==> config.mk <==
export PLATFORM = sky130hd
export DESIGN_NAME = ipv4_receive_header_check
export DESIGN_NICKNAME = d
export VERILOG_FILES = /design/src/rtl/core/ipv4rx_pkg.sv /design/src/rtl/core/ipv4rx_csr.sv /design/src/rtl/core/ipv4rx_accum.sv /design/src/rtl/core/ipv4rx_result.sv /design/src/rtl/core/ipv4_receive_header_check.sv
export SDC_FILE = /design/constraint.sdc
export NUM_CORES = 1
export LEC_CHECK = 0
export BUFFER_PORTS_ARGS = -buffer_cell sky130_fd_sc_hd__buf_2
export CAP_MARGIN = 15
export CELL_PAD_IN_SITES_DETAIL_PLACEMENT = 1
export CELL_PAD_IN_SITES_GLOBAL_PLACEMENT = 1
export CORE_ASPECT_RATIO = 1.75
export CORE_MARGIN = 8
export CORE_UTILIZATION = 40
export CTS_CLUSTER_SIZE = 28
export DETAILED_ROUTE_END_ITERATION = 10
export PLACE_DENSITY_LB_ADDON = 0.1
export SKIP_LAST_GASP = 1
export SYNTH_ARGS = -nofsm -noshare
export SYNTH_HDL_FRONTEND = slang
export SYNTH_SLANG_ARGS = --single-unit
==> constraint.sdc <==
create_clock -name clock -period 8.06 [get_ports clock]
set_input_delay 1.612 -clock clock [delete_from_list [all_inputs] [get_ports clock]]
set_output_delay 1.612 -clock clock [all_outputs]
set_load 0.01 [all_outputs]
==> src/rtl/core/ipv4rx_pkg.sv <==
`timescale 1ns / 1ps
`default_nettype none
// -----------------------------------------------------------------------------
// ipv4rx_pkg
// Shared types and constants for the IPv4 receive header check.
// -----------------------------------------------------------------------------
package ipv4rx_pkg;

   // fixed header geometry and field constants
   localparam logic [15:0] HDR_BYTES  = 16'd20;
   localparam logic [15:0] FRAG_MASK  = 16'hbfff;
   localparam logic [15:0] SUM_GOOD   = 16'hffff;
   localparam logic [15:0] COUNT_MAX  = 16'hffff;
   localparam logic [7:0]  PROTO_TCP  = 8'd6;
   localparam logic [7:0]  PROTO_UDP  = 8'd17;

   // register file geometry
   localparam int CSR_ADDR_W = 3;
   localparam int CSR_DATA_W = 32;

   // register indexes (paddr bit 2)
   typedef enum logic {
      REG_LOCAL_ADDRESS     = 1'b0,
      REG_VALIDATE_CHECKSUM = 1'b1
   } reg_index_type;

   // verdict codes
   typedef enum logic [2:0] {
      ST_TCP   = 3'd0,
      ST_UDP   = 3'd1,
      ST_SMALL = 3'd2,
      ST_BADLEN = 3'd3,
      ST_FRAG  = 3'd4,
      ST_DEST  = 3'd5,
      ST_CSUM  = 3'd6,
      ST_PROTO = 3'd7
   } status_type;

   // configuration seen by the datapath
   typedef struct packed {
      logic [31:0] local_address;
      logic        validate_checksum;
   } cfg_type;

   // frame state after the current byte is taken in
   typedef struct packed {
      logic [15:0] byte_count;
      logic [15:0] header_sum;
      logic [15:0] total_length;
      logic [15:0] flags_offset;
      logic [7:0]  protocol;
      logic [31:0] source;
      logic [31:0] destination;
   } frame_type;

endpackage
`default_nettype wire

==> src/rtl/core/ipv4rx_csr.sv <==
`timescale 1ns / 1ps
`default_nettype none
// -----------------------------------------------------------------------------
// ipv4rx_csr
// APB-style register file: local address and checksum enable.
// -----------------------------------------------------------------------------
module ipv4rx_csr (
   input  wire logic                                   clock,
   input  wire logic                                   reset,
   input  wire logic                                   csr_psel,
   input  wire logic                                   csr_penable,
   input  wire logic                                   csr_pwrite,
   input  wire logic [ipv4rx_pkg::CSR_ADDR_W-1:0]      csr_paddr,
   input  wire logic [ipv4rx_pkg::CSR_DATA_W-1:0]      csr_pwdata,
   output logic      [ipv4rx_pkg::CSR_DATA_W-1:0]      csr_prdata,
   output logic                                        csr_pready,
   output ipv4rx_pkg::cfg_type                         cfg
);

   logic [31:0]               local_ff;
   logic [31:0]               local_in;
   logic                      validate_ff;
   logic                      validate_in;
   logic                      wr_en;
   ipv4rx_pkg::reg_index_type idx;

   assign csr_pready = 1'b1;
   assign wr_en      = csr_psel && csr_penable && csr_pwrite;
   assign idx        = ipv4rx_pkg::reg_index_type'(csr_paddr[2]);

   // register write decode
   always_comb begin
      local_in    = local_ff;
      validate_in = validate_ff;
      if (wr_en) begin
         case (idx)
            ipv4rx_pkg::REG_LOCAL_ADDRESS:     local_in    = csr_pwdata;
            ipv4rx_pkg::REG_VALIDATE_CHECKSUM: validate_in = csr_pwdata[0];
            default: ;
         endcase
      end
   end

   always_ff @(posedge clock) begin
      if (reset) begin
         local_ff    <= '0;
         validate_ff <= 1'b1;
      end else begin
         local_ff    <= local_in;
         validate_ff <= validate_in;
      end
   end

   // read mux
   always_comb begin
      case (idx)
         ipv4rx_pkg::REG_LOCAL_ADDRESS:     csr_prdata = local_ff;
         ipv4rx_pkg::REG_VALIDATE_CHECKSUM: csr_prdata = {31'd0, validate_ff};
         default:                           csr_prdata = '0;
      endcase
   end

   assign cfg.local_address     = local_ff;
   assign cfg.validate_checksum = validate_ff;

endmodule
`default_nettype wire

==> src/rtl/core/ipv4rx_accum.sv <==
`timescale 1ns / 1ps
`default_nettype none
// -----------------------------------------------------------------------------
// ipv4rx_accum
// Per-frame state: byte count, folded header sum and latched header fields.
// -----------------------------------------------------------------------------
module ipv4rx_accum (
   input  wire logic                  clock,
   input  wire logic                  reset,
   input  wire logic                  fire,
   input  wire logic [7:0]            data_byte,
   input  wire logic                  last_byte,
   output ipv4rx_pkg::frame_type      frame_next
);

   ipv4rx_pkg::frame_type frame_ff;
   ipv4rx_pkg::frame_type frame_in;
   logic [7:0]            pend_ff;
   logic [7:0]            pend_in;
   logic [7:0]            pend_next;
   logic [4:0]            pos;
   logic                  in_hdr;
   logic [16:0]           sum_wide;
   logic [15:0]           sum_fold;

   assign pos    = frame_ff.byte_count[4:0];
   assign in_hdr = frame_ff.byte_count < ipv4rx_pkg::HDR_BYTES;

   // ones'-complement add with end-around carry
   assign sum_wide = {1'b0, frame_ff.header_sum} + {1'b0, pend_ff, data_byte};
   assign sum_fold = sum_wide[16] ? (sum_wide[15:0] + 16'd1) : sum_wide[15:0];

   // state after this byte
   always_comb begin
      frame_next = frame_ff;
      pend_next  = pend_ff;
      if (frame_ff.byte_count != ipv4rx_pkg::COUNT_MAX) begin
         frame_next.byte_count = frame_ff.byte_count + 16'd1;
      end
      if (in_hdr) begin
         if (!pos[0]) begin
            pend_next = data_byte;
         end else begin
            frame_next.header_sum = sum_fold;
         end
         case (pos) inside
            5'd2, 5'd3:
               frame_next.total_length = {frame_ff.total_length[7:0], data_byte};
            5'd6, 5'd7:
               frame_next.flags_offset = {frame_ff.flags_offset[7:0], data_byte};
            5'd9:
               frame_next.protocol = data_byte;
            [5'd12:5'd15]:
               frame_next.source = {frame_ff.source[23:0], data_byte};
            [5'd16:5'd19]:
               frame_next.destination = {frame_ff.destination[23:0], data_byte};
            default: ;
         endcase
      end
   end

   // commit, clearing after the final byte of a frame
   always_comb begin
      frame_in = frame_ff;
      pend_in  = pend_ff;
      if (fire) begin
         if (last_byte) begin
            frame_in = '0;
            pend_in  = '0;
         end else begin
            frame_in = frame_next;
            pend_in  = pend_next;
         end
      end
   end

   always_ff @(posedge clock) begin
      if (reset) begin
         frame_ff <= '0;
         pend_ff  <= '0;
      end else begin
         frame_ff <= frame_in;
         pend_ff  <= pend_in;
      end
   end

endmodule
`default_nettype wire

==> src/rtl/core/ipv4rx_result.sv <==
`timescale 1ns / 1ps
`default_nettype none
// -----------------------------------------------------------------------------
// ipv4rx_result
// Verdict logic and the result register toward the rsp channel.
// -----------------------------------------------------------------------------
module ipv4rx_result (
   input  wire logic                  clock,
   input  wire logic                  reset,
   input  wire logic                  fire,
   input  wire logic                  last_byte,
   input  wire ipv4rx_pkg::frame_type frame_next,
   input  wire ipv4rx_pkg::cfg_type   cfg,
   output logic                       advance,
   output logic                       rsp_valid,
   input  wire logic                  rsp_stall,
   output logic [2:0]                 rsp_status,
   output logic [7:0]                 rsp_protocol,
   output logic [31:0]                rsp_source_address,
   output logic [15:0]                rsp_payload_length
);

   logic                   valid_ff;
   logic                   valid_in;
   ipv4rx_pkg::status_type status_ff;
   ipv4rx_pkg::status_type status_in;
   logic [7:0]             proto_ff;
   logic [31:0]            source_ff;
   logic [15:0]            payload_ff;
   logic [15:0]            payload_in;
   logic                   load;

   // result slot frees when empty or being taken
   assign advance = !(valid_ff && rsp_stall);
   assign load    = fire && last_byte;

   // checks in priority order
   always_comb begin
      payload_in = '0;
      if (frame_next.byte_count < ipv4rx_pkg::HDR_BYTES) begin
         status_in = ipv4rx_pkg::ST_SMALL;
      end else if (frame_next.total_length < ipv4rx_pkg::HDR_BYTES ||
                   frame_next.total_length > frame_next.byte_count) begin
         status_in = ipv4rx_pkg::ST_BADLEN;
      end else begin
         payload_in = frame_next.total_length - ipv4rx_pkg::HDR_BYTES;
         if ((frame_next.flags_offset & ipv4rx_pkg::FRAG_MASK) != 16'd0) begin
            status_in = ipv4rx_pkg::ST_FRAG;
         end else if (frame_next.destination != cfg.local_address) begin
            status_in = ipv4rx_pkg::ST_DEST;
         end else if (cfg.validate_checksum &&
                      frame_next.header_sum != ipv4rx_pkg::SUM_GOOD) begin
            status_in = ipv4rx_pkg::ST_CSUM;
         end else if (frame_next.protocol == ipv4rx_pkg::PROTO_TCP) begin
            status_in = ipv4rx_pkg::ST_TCP;
         end else if (frame_next.protocol == ipv4rx_pkg::PROTO_UDP) begin
            status_in = ipv4rx_pkg::ST_UDP;
         end else begin
            status_in = ipv4rx_pkg::ST_PROTO;
         end
      end
   end

   // result valid flag
   always_comb begin
      valid_in = valid_ff;
      if (load) begin
         valid_in = 1'b1;
      end else if (valid_ff && !rsp_stall) begin
         valid_in = 1'b0;
      end
   end

   always_ff @(posedge clock) begin
      if (reset) begin
         valid_ff <= 1'b0;
      end else begin
         valid_ff <= valid_in;
      end
   end

   // result payload
   always_ff @(posedge clock) begin
      if (load) begin
         status_ff  <= status_in;
         proto_ff   <= frame_next.protocol;
         source_ff  <= frame_next.source;
         payload_ff <= payload_in;
      end
   end

   assign rsp_valid          = valid_ff;
   assign rsp_status         = status_ff;
   assign rsp_protocol       = proto_ff;
   assign rsp_source_address = source_ff;
   assign rsp_payload_length = payload_ff;

endmodule
`default_nettype wire

==> src/rtl/core/ipv4_receive_header_check.sv <==
`timescale 1ns / 1ps
`default_nettype none
// -----------------------------------------------------------------------------
// ipv4_receive_header_check
// Byte-wide IPv4 header check: sums and latches the 20-byte header and
// gives one verdict per frame on its last byte.
//
//   channel  direction  payload                                   handshake
//   req      in         data_byte, last_byte                      valid/stall
//   rsp      out        status, protocol, source_address,
//                       payload_length                            valid/stall
//   csr      in/out     local_address (0x0), validate_checksum    APB-style
//
// One byte per cycle while rsp does not stall; each byte waits in the input
// register, and the verdict enters the result register as the last byte fires.
// Throughput is set by the single accumulate step on the frame state.
// Synchronous reset clears the frame state, the valid flags and the
// registers (checksum checking on). A stalled result holds the input
// register, and req_stall rises only while both stages are full.
// -----------------------------------------------------------------------------
module ipv4_receive_header_check (
   input  wire logic                               clock,
   input  wire logic                               reset,
   input  wire logic                               req_valid,
   output logic                                    req_stall,
   input  wire logic [7:0]                         req_data_byte,
   input  wire logic                               req_last_byte,
   output logic                                    rsp_valid,
   input  wire logic                               rsp_stall,
   output logic [2:0]                              rsp_status,
   output logic [7:0]                              rsp_protocol,
   output logic [31:0]                             rsp_source_address,
   output logic [15:0]                             rsp_payload_length,
   input  wire logic                               csr_psel,
   input  wire logic                               csr_penable,
   input  wire logic                               csr_pwrite,
   input  wire logic [ipv4rx_pkg::CSR_ADDR_W-1:0]  csr_paddr,
   input  wire logic [ipv4rx_pkg::CSR_DATA_W-1:0]  csr_pwdata,
   output logic      [ipv4rx_pkg::CSR_DATA_W-1:0]  csr_prdata,
   output logic                                    csr_pready
);

   ipv4rx_pkg::cfg_type   cfg;
   ipv4rx_pkg::frame_type frame_next;
   logic                  in_valid_ff;
   logic                  in_valid_in;
   logic [7:0]            in_byte_ff;
   logic                  in_last_ff;
   logic                  advance;
   logic                  fire;
   logic                  accept;

   // input register handshake
   assign req_stall = in_valid_ff && !advance;
   assign accept    = req_valid && !req_stall;
   assign fire      = in_valid_ff && advance;

   always_comb begin
      in_valid_in = in_valid_ff;
      if (accept) begin
         in_valid_in = 1'b1;
      end else if (fire) begin
         in_valid_in = 1'b0;
      end
   end

   always_ff @(posedge clock) begin
      if (reset) begin
         in_valid_ff <= 1'b0;
      end else begin
         in_valid_ff <= in_valid_in;
      end
   end

   // byte transfer capture
   always_ff @(posedge clock) begin
      if (accept) begin
         in_byte_ff <= req_data_byte;
         in_last_ff <= req_last_byte;
      end
   end

   ipv4rx_csr u_csr (
      .clock       (clock),
      .reset       (reset),
      .csr_psel    (csr_psel),
      .csr_penable (csr_penable),
      .csr_pwrite  (csr_pwrite),
      .csr_paddr   (csr_paddr),
      .csr_pwdata  (csr_pwdata),
      .csr_prdata  (csr_prdata),
      .csr_pready  (csr_pready),
      .cfg         (cfg)
   );

   ipv4rx_accum u_accum (
      .clock      (clock),
      .reset      (reset),
      .fire       (fire),
      .data_byte  (in_byte_ff),
      .last_byte  (in_last_ff),
      .frame_next (frame_next)
   );

   ipv4rx_result u_result (
      .clock              (clock),
      .reset              (reset),
      .fire               (fire),
      .last_byte          (in_last_ff),
      .frame_next         (frame_next),
      .cfg                (cfg),
      .advance            (advance),
      .rsp_valid          (rsp_valid),
      .rsp_stall          (rsp_stall),
      .rsp_status         (rsp_status),
      .rsp_protocol       (rsp_protocol),
      .rsp_source_address (rsp_source_address),
      .rsp_payload_length (rsp_payload_length)
   );

endmodule
`default_nettype wire
==> flow_summary.json <==
{
  "critical-path-max-stage-delay_ns": 0.57,
  "area_growth_pct": 14.5,
  "yosysWarnings": 0,
  "htree_levels": 1,
  "rows": 86,
  "relSlewSlack_pct": 28.9,
  "ioPinCount": 145,
  "finalWorstSetupSlack_ns": 3.12,
  "numCtsBuffers": 25,
  "grt_pass1_vias": 11200,
  "routed_wl_um": 39100,
  "hold_violations": 0,
  "synth_seq_area_share_pct": 44.1,
  "vias": 10500,
  "dieArea_mm2": 0.0380,
  "path_cells": "ha_1 -> nand3_2 -> nor2_4 -> nand2_4 -> and4_4 -> and2_4 -> nand4_1 -> xor2_1 -> ha_1 -> a21o_1 -> a21o_1 -> a21o_1 -> a21oi_1 -> nor2b_1 -> o21ai_0 -> nand2b_1 -> a21oi_1 -> a21oi_1 -> a311o_1 -> buf_4 -> o21bai_1",
  "slowest_stage": "dfxtp_1",
  "final.setup.tns_ns": 0,
  "routed-wl-met2_um": 20700,
  "synthCells": 1362,
  "n_antenna_cell": 0,
  "r2r_cells": 21,
  "syn_area_mm2": 0.0127,
  "fp.dieH_um": 252,
  "ys_types": 84,
  "r2r-start": "u_accum.frame_ff[120]$_SDFFE_PP0P_",
  "end_kind": "flop",
  "cts_tree": "done",
  "synth_top_area_cell": "dfxtp_1",
  "path_max_fanout": 18,
  "final_util_pct": 46.3,
  "antenna_found_initial": 0,
  "cts_root_buf": "clkbuf_16",
  "regToRegSetupSlack_ns": 3.12,
  "cap_viol_max_count": 0,
  "top_layer": "met4",
  "initial_core_util_pct": 40.5,
  "report.power.total_uw": 2670,
  "ant_nets": 0,
  "skew_ns": 0.0185,
  "synth-edff-count": 68,
  "setup_viol": 0,
  "post-place-ws_ns": 3.12,
  "clkSinkCount": 246,
  "ctsHoldBuffers": 0,
  "viasPerCell": 5.62,
  "nFillCells": 3677,
  "placed_cells": 1829,
  "rsz0062_at_grt": "no",
  "cp-startpoint": "u_accum.frame_ff[120]$_SDFFE_PP0P_",
  "worst_hold_path_type": "reg2reg",
  "grt_pass1_wl_um": 62100,
  "worstPathArrival_ns": 5.22,
  "clkTransAtPathRegs_ns": 0.07,
  "wl_met1_um": 15400,
  "synth-main-ff-cell": "dfxtp_1",
  "path_depth": 21,
  "post_cts_buffers": 0,
  "period_needed_ns": 4.94,
  "worst_skew_pair.late_latency_ns": 0.54,
  "critPathRequiredTime_ns": 8.35,
  "drtIter0Drc": 578,
  "r2r-end": "u_result.rsp_status[1]$_SDFFCE_PP1P_",
  "wire_per_inst_um": 20.8,
  "drt_pre_antenna_iters": 5,
  "chipWidth_um": 151,
  "avgSynthCellArea_um2": 9.33,
  "ys_top_cells_by_area": "dfxtp_1 28%, edfxtp_1 16%, a22oi_1 7.6%, nor2_1 5.5%, xnor2_1 4.4%",
  "netlist.area_leader.share_pct": 28.0,
  "power.density_mw_per_mm2": 184,
  "grt_max_degree": 109,
  "grtUsageTotal_pct": 20.6,
  "met3_length_um": 1370,
  "drive_gt1_share_pct": 20.2,
  "io_buffer_count": 141,
  "post-route-period-util_pct": 61.3,
  "design.core.area_mm2": 0.0314,
  "fmax_mhz": 202,
  "path_delay_family": "compound AO/OA/AOI/OAI gates",
  "critPathCapture": "u_result.rsp_status[1]$_SDFFCE_PP1P_",
  "status": "complete, no violations",
  "p_leak_uw": 0.00588,
  "drc": 0,
  "tightest_slew_ns": 1.06,
  "clock_path_buffers": 3,
  "cp-start-kind": "flop",
  "gp_congestion": 0.822,
  "synth.net_count": 1452,
  "path_buf_inv": 1,
  "fin_nets": 1550,
  "cts-resized-gates": 0,
  "synth_seq_cells": 246,
  "dp_hpwl_um": 27700,
  "path_class": "reg2reg",
  "maxSlewViolCount": 0,
  "async_flop_share_pct": 0,
  "overflow": 0,
  "ir_drop_v": 0.000150,
  "stdcell_count": 1874
}
[through the flow]
step	hold slack [ns]	instance area [um2]
final	0.495	14600
after global routing	0.517	14600
after CTS	0.496	14600
after detailed placement	0.486	13700
after global placement	0.469	13700
after floorplan	0.457	12700
[synthesized netlist by cell type (29+ instances only)]
library cell and number:
a22oi_1 128, xor2_1 31, nor2b_1 39, clkbuf_1 73, nor2_1 185, nand2_1 115, ha_1 38, xnor2_1 64
dfxtp_1 178, edfxtp_1 68, a21oi_1 73, o21ai_0 29, mux2_2 45
[logic make-up after synthesis]
kind of cell / after synthesis / share of synthesized area, %
XOR/XNOR: 96 / 6.67
flip-flops: 246 / 44.1
buffers and inverters: 119 / 3.94
other: 1 / 0.0295
AND/OR/NAND/NOR: 488 / 19.2
adder cells (fa/ha/maj): 39 / 3.90
multiplexers: 65 / 5.57
AO/OA/AOI/OAI: 308 / 16.6
[worst min-delay path, delay by kind of cell, from the launching register on]
kind	cells	cell delay, ns
compound gates	1	0.05
flops	1	0.33
simple gates	1	0.06
[per-layer routing]
metal | vias to the layer above | GRT usage, %
met4 | 0 | 8.95
li1 | 5061 | -
met3 | 85 | 3.07
met1 | 5206 | 22.8
met5 | - | 0
met2 | 189 | 37.7
[cells in the final DEF, fill, tap and decap left out, types with 6 or more instances in the layout]
| cell | n |
|---|---|
| nor2_2 | 6 |
| mux2i_1 | 19 |
| o21a_1 | 8 |
| ha_1 | 38 |
| nand4_1 | 24 |
| buf_2 | 140 |
| buf_4 | 18 |
| inv_1 | 27 |
| nand2b_1 | 11 |
| a31oi_1 | 7 |
| nor4_1 | 18 |
| clkinv_2 | 6 |
| xnor2_1 | 64 |
| nor2b_1 | 39 |
| nor2_1 | 182 |
| nand2_1 | 114 |
| clkbuf_16 | 28 |
| nand3_1 | 20 |
| dfxtp_1 | 178 |
| o21ai_0 | 28 |
| a22oi_1 | 128 |
| edfxtp_1 | 68 |
| mux2_2 | 45 |
| and3_1 | 9 |
| o22ai_1 | 7 |
| xor2_1 | 31 |
| nor3_1 | 12 |
| a21oi_1 | 73 |
| nor2_4 | 9 |
| o21ai_1 | 8 |
| a21o_1 | 6 |
[final cells by class]
class / instances / area (um2) / share of cell area [%]
clock inverter: 12 / 105 / 0.722
inverter: 31 / 116 / 0.799
tap: 396 / 495 / 3.40
sequential: 246 / 5610 / 38.5
timing repair buffer: 159 / 847 / 5.82
multi-input combinational: 997 / 6630 / 45.5
clock buffer: 33 / 759 / 5.22
[power by group]
| group | switching, uW | internal (uW) | leakage, uW |
|---|---|---|---|
| Combinational | 112 | 51.5 | 0.00331 |
| Sequential | 12.8 | 1280 | 0.00214 |
| Clock | 518 | 699 | 0.000429 |
| Total | 643 | 2030 | 0.00588 |
[worst min-delay path by stage]
stage	from	end	depth (start not counted)
after floorplan	u_csr.local_ff[15]$_SDFFE_PP0P_	u_csr.local_ff[15]$_SDFFE_PP0P_	2
after global routing	u_csr.local_ff[8]$_SDFFE_PP0P_	u_csr.local_ff[8]$_SDFFE_PP0P_	2
after global placement	u_csr.local_ff[9]$_SDFFE_PP0P_	u_csr.local_ff[9]$_SDFFE_PP0P_	2
final	u_csr.local_ff[30]$_SDFFE_PP0P_	u_csr.local_ff[30]$_SDFFE_PP0P_	2
after CTS	u_csr.local_ff[30]$_SDFFE_PP0P_	u_csr.local_ff[30]$_SDFFE_PP0P_	2
after detailed placement	u_csr.local_ff[8]$_SDFFE_PP0P_	u_csr.local_ff[8]$_SDFFE_PP0P_	2
[state kept, by name, indices dropped and copies added (netlist names), 3 cells and up]
name / cells
in_byte_ff: 8
u_accum.frame_ff: 135
u_accum.pend_ff: 8
u_csr.local_ff: 32
u_result.rsp_payload_length: 16
u_result.rsp_protocol: 8
u_result.rsp_source_address: 32
u_result.rsp_status: 3
Power figures use the tool's default switching activity.
